**config.mk**
```make
export PLATFORM = sky130hd
export DESIGN_NAME = bhbt_ctrl
export DESIGN_NICKNAME = d
export VERILOG_FILES = /design/src/rtl/bhbt_pkg.sv /design/src/rtl/bhbt_ctrl.sv
export SDC_FILE = /design/constraint.sdc
export NUM_CORES = 1
export LEC_CHECK = 0
export ABC_AREA = 1
export BUFFER_PORTS_ARGS = -buffer_cell sky130_fd_sc_hd__buf_2
export CAP_MARGIN = 20
export CORE_AREA = 4 4 41 43
export DETAILED_ROUTE_END_ITERATION = 6
export DIE_AREA = 0 0 45 47
export GPL_TIMING_DRIVEN = 0
export PLACE_DENSITY = 0.44
export SETUP_SLACK_MARGIN = 0.4
export SYNTH_ARGS = -nofsm -noshare
export SYNTH_HDL_FRONTEND = slang
export SYNTH_SLANG_ARGS = --single-unit
```
**constraint.sdc**
```tcl
create_clock -name clk -period 1 [get_ports clk]
set_input_delay 0.1 -clock clk [delete_from_list [all_inputs] [get_ports clk]]
set_output_delay 0.1 -clock clk [all_outputs]
set_load 0.02 [all_outputs]
```
**src/rtl/bhbt_pkg.sv**
```systemverilog
// Package for the buffer hazard barrier tracker.
// Holds request codes, usage decode and controller state/command types. No dependencies.
package bhbt_pkg;

    typedef enum logic [1:0] {
        REQ_RECORD = 2'd0,
        REQ_EMIT   = 2'd1,
        REQ_CLEAR  = 2'd2,
        REQ_NONE   = 2'd3
    } req_t;

    localparam logic [5:0] WRITE_BITS = 6'h2A;

    typedef enum logic [2:0] {
        ST_IDLE,
        ST_SEARCH,
        ST_UPDATE,
        ST_WALK,
        ST_EMPTY
    } state_t;

    // controller -> datapath
    typedef struct packed {
        logic capture;     // latch the request word
        logic clr_all;     // clear table
        logic search;      // compare key against all valid entries (registered)
        logic update;      // apply the record
        logic walk_start;  // reset walk pointer
        logic walk_step;   // process one entry, advance pointer
        logic emit_empty;  // drive the empty terminating result
    } cmd_t;

    // datapath -> controller
    typedef struct packed {
        logic walk_done;   // pointer past last allocated entry, no barrier held
        logic any_emitted; // some barrier already given this emit
    } stat_t;

    function automatic logic [2:0] stage_of(input logic [2:0] u);
        case (u)
            3'd2, 3'd3: stage_of = 3'd2;
            3'd4, 3'd5: stage_of = 3'd4;
            default:    stage_of = 3'd1;
        endcase
    endfunction

    function automatic logic [5:0] access_of(input logic [2:0] u);
        case (u)
            3'd1:    access_of = 6'h02;
            3'd2:    access_of = 6'h04;
            3'd3:    access_of = 6'h08;
            3'd4:    access_of = 6'h10;
            3'd5:    access_of = 6'h20;
            default: access_of = 6'h01;
        endcase
    endfunction

endpackage

```
**src/rtl/bhbt_ctrl.sv**
```systemverilog
// Controller state machine of the hazard tracker.
// Depends on bhbt_pkg.
module bhbt_ctrl
    import bhbt_pkg::*;
(
    input  logic       clk,
    input  logic       rst_n,
    input  logic       start,
    input  logic [1:0] req_type,
    input  stat_t      stat,
    output cmd_t       cmd,
    output logic       busy
);

    state_t state_reg, state_next;

    always_ff @(posedge clk or negedge rst_n)
    begin
        if (!rst_n)
        begin
            state_reg <= ST_IDLE;
        end
        else
        begin
            state_reg <= state_next;
        end
    end

    always_comb
    begin
        state_next = state_reg;
        cmd        = '0;
        busy       = (state_reg != ST_IDLE);
        case (state_reg)
            ST_IDLE:
            begin
                if (start)
                begin
                    cmd.capture = 1'b1;
                    case (req_type)
                        REQ_RECORD: state_next = ST_SEARCH;
                        REQ_EMIT:
                        begin
                            cmd.walk_start = 1'b1;
                            state_next     = ST_WALK;
                        end
                        REQ_CLEAR: cmd.clr_all = 1'b1;
                        default:   state_next = ST_IDLE;
                    endcase
                end
            end
            ST_SEARCH:
            begin
                cmd.search = 1'b1;
                state_next = ST_UPDATE;
            end
            ST_UPDATE:
            begin
                cmd.update = 1'b1;
                state_next = ST_IDLE;
            end
            ST_WALK:
            begin
                if (stat.walk_done)
                begin
                    state_next = stat.any_emitted ? ST_IDLE : ST_EMPTY;
                end
                else
                begin
                    cmd.walk_step = 1'b1;
                end
            end
            ST_EMPTY:
            begin
                cmd.emit_empty = 1'b1;
                state_next     = ST_IDLE;
            end
            default: state_next = ST_IDLE;
        endcase
    end

endmodule

```
==> results of run 1 <==
## power groups by stage
stage	combinational, mW	sequential, mW	clock, mW
2_1_floorplan	0.434	0.220	0
3_3_place_gp	0.584	0.233	0
3_5_place_dp	0.578	0.230	0
4_1_cts	0.660	0.228	0.225
5_1_grt	0.754	0.238	0.239
6_report	0.678	0.227	0.211
## placed cells by master (no fill, tap or decap)
cell	Yosys	routed
and3_1	1	1
buf_2	0	9
buf_4	0	7
buf_6	0	2
clkbuf_1	0	1
clkbuf_4	0	3
dfrtp_1	3	1
dfrtp_2	0	2
dlygate4sd3_1	0	1
inv_1	9	5
inv_2	0	4
nand2_1	6	6
nand2_2	2	1
nand2_4	0	1
nand3_1	3	2
nand3_2	0	1
nand4_1	1	1
nor2_1	3	1
nor2_2	1	1
nor2_4	0	2
nor3_1	4	3
nor3_4	0	1
o21ai_0	1	1
## cells by family (layout without fill, tap and decap cells)
| kind of cell | count (synthesis) | count (layout) | synth area share [%] |
|---|---|---|---|
| AO/OA/AOI/OAI | 1 | 1 | 2.337 |
| buffers and inverters | 9 | 32 | 15.79 |
| flip-flops | 3 | 3 | 35.09 |
| AND/OR/NAND/NOR | 21 | 21 | 46.79 |
## timing repair
| action | in CTS | in global routing |
|---|---|---|
| setup buffers | 3 | 1 |
| hold endpoints to repair | 3 | 0 |
| hold buffers | 1 | 0 |
| resized for setup | 7 | 2 |
| pin swaps | 3 | 0 |
| setup endpoints to repair | 11 | 11 |
## stage by stage
stage / hold WS, ns / setup slack, ns / util, % / instance area (um2) / std cells
after global placement: -0.1023 / -0.08051 / 26.06 / 339.1 / 63
after floorplan: -0.1956 / -0.04350 / - / 250.2 / 34
final: 0.1826 / -0.2429 / 32.88 / 427.9 / 72
after global routing: 0.1843 / -0.3086 / 32.88 / 427.9 / 72
after detailed placement: -0.1005 / -0.07775 / 26.06 / 339.1 / 63
after CTS: 0.1675 / -0.2652 / 32.02 / 416.7 / 71
## worst min-delay path by stage
stage | start | slack (ns) | to | cells after the start
2_1_floorplan | rst_n | -0.20 | state_reg[0] | 0
3_3_place_gp | rst_n | -0.10 | state_reg[0] | 1
5_1_grt | req_type[1] | 0.18 | state_reg[0] | 4
3_5_place_dp | rst_n | -0.10 | state_reg[0] | 1
6_report | req_type[1] | 0.18 | state_reg[0] | 4
4_1_cts | req_type[1] | 0.17 | state_reg[0] | 4
## synth_stat cells (all sizes together)
master	count
nor3	4
nor2	4
nand2	8
dfrtp	3
nand4	1
o21ai	1
nand3	3
and3	1
inv	9
## worst max-delay path: stages (launching register included)
cell and delay [ns]:
dfrtp_2 0.42, nor2_4 0.15, nand2_4 0.09, nor3_4 0.12, buf_6 0.14
## metal layers
layer	global-route usage, %	vias to the layer above	share of wire, %
met3	3.065	0	9.6
met5	0	-	0
met2	11.30	9	47
li1	-	152	-
met1	8.428	121	44
met4	7.018	0	0
## final cells by class
| cell class | count | area share, % |
|---|---|---|
| flip-flops and latches | 3 | 18.13 |
| inverters | 9 | 7.895 |
| well taps | 15 | 4.386 |
| repair buffers | 19 | 30.41 |
| clock buffers | 4 | 6.140 |
| multi-input cells | 22 | 33.04 |
==> results.sh, run 1 <==
export IMPL_fillers=152
export IMPL_total_power_mw=1.116
export IMPL_synth_seq_cells=3
export IMPL_place_gp_congestion=0.7012
export IMPL_drive_gt1_share_pct=59.65
export IMPL_avgViaCountPerCell=3.917
export IMPL_num_io_pins=15
export IMPL_largest_register_ffs=3
export IMPL_drc=0
export IMPL_power_frac_comb_pct=60.8
export IMPL_cts_sinks=3
export IMPL_syn_to_final_growth_pct=100.0
export IMPL_drtIter0Drc=9
export IMPL_core_area_um2=1301
export IMPL_synthCells=34
export IMPL_grt_first_pass_wirelength_mm=1.131
export IMPL_ctsLongestPathBuffers=2
export IMPL_p_leak_nw=0.2492
export IMPL_grt_overflow_total=0
export IMPL_slew_viol_final=0
export IMPL_p_switching_mw=0.5244
export IMPL_cts_root_buf="clkbuf_4"
export IMPL_drt_pre_antenna_iters=4
export IMPL_rr_endpoint="state_reg[0]"
export IMPL_antenna_found_initial=0
export IMPL_cp_data_required_time_ns=0.90
export IMPL_ys_types=11
export IMPL_p_seq_share_pct=20.3
export IMPL_synth_top_cell_area_share_pct=35.09
export IMPL_die_w_um=45
export IMPL_synth_avg_cell_area_um2=6.293
export IMPL_grt_usage_pct=7.668
export IMPL_ys_seq_area_share_pct=35.09
export IMPL_crit_end="cmd[5]"
export IMPL_wl_per_cell_um=8.569
export IMPL_rsz0062_at_grt="true"
export IMPL_setup_viol_count_final=11
export IMPL_post_route_period_util_pct=124.3
export IMPL_yosysTopAreaCell="dfrtp_1"
export IMPL_finClkSkew_ns=0.001096
export IMPL_powerDensity_nw_per_um2=2608
export IMPL_grt_max_degree=7
export IMPL_r2r_worst_path_cells=6
export IMPL_die_h_um=47
export IMPL_slew_headroom_pct=86.05
export IMPL_hold_viol=0
export IMPL_cts_buffers=3
export IMPL_cts_tree="done"
export IMPL_fin_nets=65
export IMPL_routed_wirelength_um=617
export IMPL_fmax_mhz=804.5
export IMPL_antenna_cells=0
export IMPL_grt_pass1_vias=277
export IMPL_p_int_mw=0.5917
export IMPL_hold_path_class="in2reg"
export IMPL_irDropWorstVdd_v=0.0007976
export IMPL_critPathCaptureType="output port"
export IMPL_status="complete, but fails checks"
export IMPL_clk_pin_slew_ns=0.04
export IMPL_period_minus_slack_ns=1.243
export IMPL_switching_share_pct=46.98
export IMPL_fp_row_count=13
export IMPL_final_seq_area_um2=77.57
export IMPL_start_kind="register"
export IMPL_path_max_fanout=5
export IMPL_syn_nets=41
export IMPL_insertion_delay_ns=0.23
export IMPL_yosys_warnings=0
export IMPL_synth_area_leaders="dfrtp_1 (35%), inv_1 (16%), nand2_1 (11%), nor3_1 (9.4%), nand3_1 (7.0%)"
export IMPL_route_antenna_remaining_nets=0
export IMPL_portBuffers=14
export IMPL_reg2reg_slack_ns=-0.12
export IMPL_dieArea_um2=2115
export IMPL_h_tree_depth=1
export IMPL_start_util_pct=16.44
export IMPL_critPathKind="reg2out"
export IMPL_worst_slack_ns=-0.2429
export IMPL_worstMarginPinSlew_ns=0.2090
export IMPL_critPathLaunch="state_reg[1]"
export IMPL_vias=282
export IMPL_netlist_area_um2=214.0
export IMPL_cap_violations=0
export IMPL_p_clk_share_pct=18.9
export IMPL_setup_tns_ns=-1.787
export IMPL_dp_hpwl_um=477.1
export IMPL_reg2reg_from="state_reg[0]"
export IMPL_arrival_ns=1.14
export IMPL_violations="setup timing"
export IMPL_multiInputGateArea_um2=141.4
No activity file was read; power rests on OpenSTA's default activity.
==> run 2: changes to the inputs <==
--- a/config.mk
+++ b/config.mk
@@ -8,12 +8,13 @@
 export ABC_AREA = 1
 export BUFFER_PORTS_ARGS = -buffer_cell sky130_fd_sc_hd__buf_2
 export CAP_MARGIN = 20
-export CORE_AREA = 4 4 41 43
+export CORE_AREA = 2 2 39 41
 export DETAILED_ROUTE_END_ITERATION = 6
-export DIE_AREA = 0 0 45 47
+export DIE_AREA = 0 0 41 43
 export GPL_TIMING_DRIVEN = 0
 export PLACE_DENSITY = 0.44
 export SETUP_SLACK_MARGIN = 0.4
 export SYNTH_ARGS = -nofsm -noshare
 export SYNTH_HDL_FRONTEND = slang
 export SYNTH_SLANG_ARGS = --single-unit
+export TNS_END_PERCENT = 20
==> results.sh, run 2 (synthesized netlist as in run 1, its figures left out) <==
export IMPL_fmax_mhz=788.2
export IMPL_cts_buffers=3
export IMPL_insertion_delay_ns=0.23
export IMPL_routed_wirelength_um=601
export IMPL_slew_viol_final=0
export IMPL_start_kind="register"
export IMPL_layout_cells_most_common="buf_2"
export IMPL_p_leak_nw=0.2462
export IMPL_cts_tree="done"
export IMPL_finClkSkew_ns=0.0005386
export IMPL_cp_data_required_time_ns=0.90
export IMPL_violations="setup timing"
export IMPL_fp_row_count=14
export IMPL_powerDensity_nw_per_um2=2582
export IMPL_grt_pass1_vias=266
export IMPL_drive_gt1_share_pct=54.55
export IMPL_fillers=168
export IMPL_place_gp_congestion=0.6044
export IMPL_largest_register_ffs=3
export IMPL_critPathCaptureType="output port"
export IMPL_cts_root_buf="clkbuf_4"
export IMPL_critPathKind="reg2out"
export IMPL_wl_per_cell_um=8.465
export IMPL_max_stage_delay_ns=0.43
export IMPL_core_area_um2=1384
export IMPL_final_util_pct=30.11
export IMPL_setup_tns_ns=-1.779
export IMPL_h_tree_depth=1
export IMPL_cap_violations=0
export IMPL_die_h_um=43
export IMPL_reg2reg_slack_ns=-0.07
export IMPL_ctsLongestPathBuffers=2
export IMPL_status="complete, but fails checks"
export IMPL_num_io_pins=15
export IMPL_period_minus_slack_ns=1.269
export IMPL_grt_overflow_total=0
export IMPL_drt_pre_antenna_iters=4
export IMPL_grt_usage_pct=7.948
export IMPL_grt_max_degree=7
export IMPL_cts_sinks=3
export IMPL_slew_headroom_pct=88.32
export IMPL_setup_viol_count_final=11
export IMPL_post_route_period_util_pct=126.9
export IMPL_irDropWorstVdd_v=0.001179
export IMPL_drtIter0Drc=6
export IMPL_syn_to_final_growth_pct=94.74
export IMPL_die_w_um=41
export IMPL_portBuffers=14
export IMPL_clk_pin_slew_ns=0.04
export IMPL_critical_path_slowest_cell="dfrtp_2"
export IMPL_start_util_pct=15.46
export IMPL_final_cell_mix="buf_2 (9), inv_1 (7), nand2_1 (6), buf_6 (4)"
export IMPL_drc=0
export IMPL_worstMarginPinSlew_ns=0.1750
export IMPL_rsz0062_at_grt="true"
export IMPL_worst_slack_ns=-0.2687
export IMPL_vias=289
export IMPL_route_antenna_remaining_nets=0
export IMPL_fin_nets=63
export IMPL_dieArea_um2=1763
export IMPL_hold_viol=0
export IMPL_hold_path_class="in2reg"
export IMPL_avgViaCountPerCell=4.070
export IMPL_path_cells="nor2_4 > nand2_4 > nor3_4 > buf_6"
export IMPL_antenna_found_initial=0
export IMPL_arrival_ns=1.17
export IMPL_antenna_cells=0
export IMPL_path_max_fanout=5
export IMPL_grt_first_pass_wirelength_um=952
-- run 2: cell types whose count changed in the layout (fill, tap and decap cells not counted), sizes merged --
cell / before / now
buf: 18 / 16
-- run 2: cell type report --
class	count	area, um2	share of cell area [%]
Clock buffer	4	26.28	6.306
Timing Repair Buffer	17	122.6	29.43
Inverter	9	33.78	8.108
Multi-Input combinational cell	22	136.4	32.73
Tap cell	16	20.02	4.805
Sequential cell	3	77.57	18.62
-- run 2: path summary, 6_finish.rpt --
kind                       cells after the start         start           end
min                                            4   req_type[1]  state_reg[0]
max reg2reg                                    6  state_reg[2]  state_reg[0]
min reg2reg                                    5  state_reg[2]  state_reg[1]
max in group asynchronous                      2         rst_n  state_reg[0]
min in group asynchronous                      2         rst_n  state_reg[2]
max                                            4  state_reg[1]        cmd[5]
-- run 2: stage by stage --
stage	worst slack, ns	area [um2]	total power, mW	hold slack (ns)	instances
after floorplan	-0.05243	235.2	0.6119	-0.1956	34
after global placement	-0.1148	325.3	0.7642	-0.1011	64
after detailed placement	-0.1079	325.3	0.7574	-0.09952	64
after CTS	-0.2801	405.4	1.071	0.1681	70
after global routing	-0.3259	416.7	1.154	0.1894	71
final	-0.2687	416.7	1.076	0.1696	71
-- run 2: layer usage --
metal | wire [um] | GRT usage (%) | share of wire, %
met1 | 261 | 10.36 | 43
met2 | 280 | 10.63 | 47
met3 | 42 | 2.094 | 7.0
met4 | 17 | 6.000 | 2.8
met5 | 0 | 0 | 0
-- run 2: worst max-delay path, delay by kind of cell (launching register included) --
family	cells	cell delay [ns]
buffers and inverters	1	0.14
and+or+nand+nor	3	0.36
DFF	1	0.43
-- run 2: power by group --
group | leakage [nW] | internal [mW] | switching, mW
sequential | 0.0374 | 0.168 | 0.0693
combinational | 0.194 | 0.243 | 0.381
clock | 0.0150 | 0.150 | 0.0649
total | 0.246 | 0.561 | 0.515
-- run 2: repair_timing --
item | in CTS | in global routing
gates resized for setup | 13 | 1
hold buffers | 1 | 0
endpoints found under the setup margin | 11 | 11
gates cloned | 0 | 0
pin swaps | 2 | 1
hold endpoints to repair | 3 | 0
buffers inserted | 1 | 1
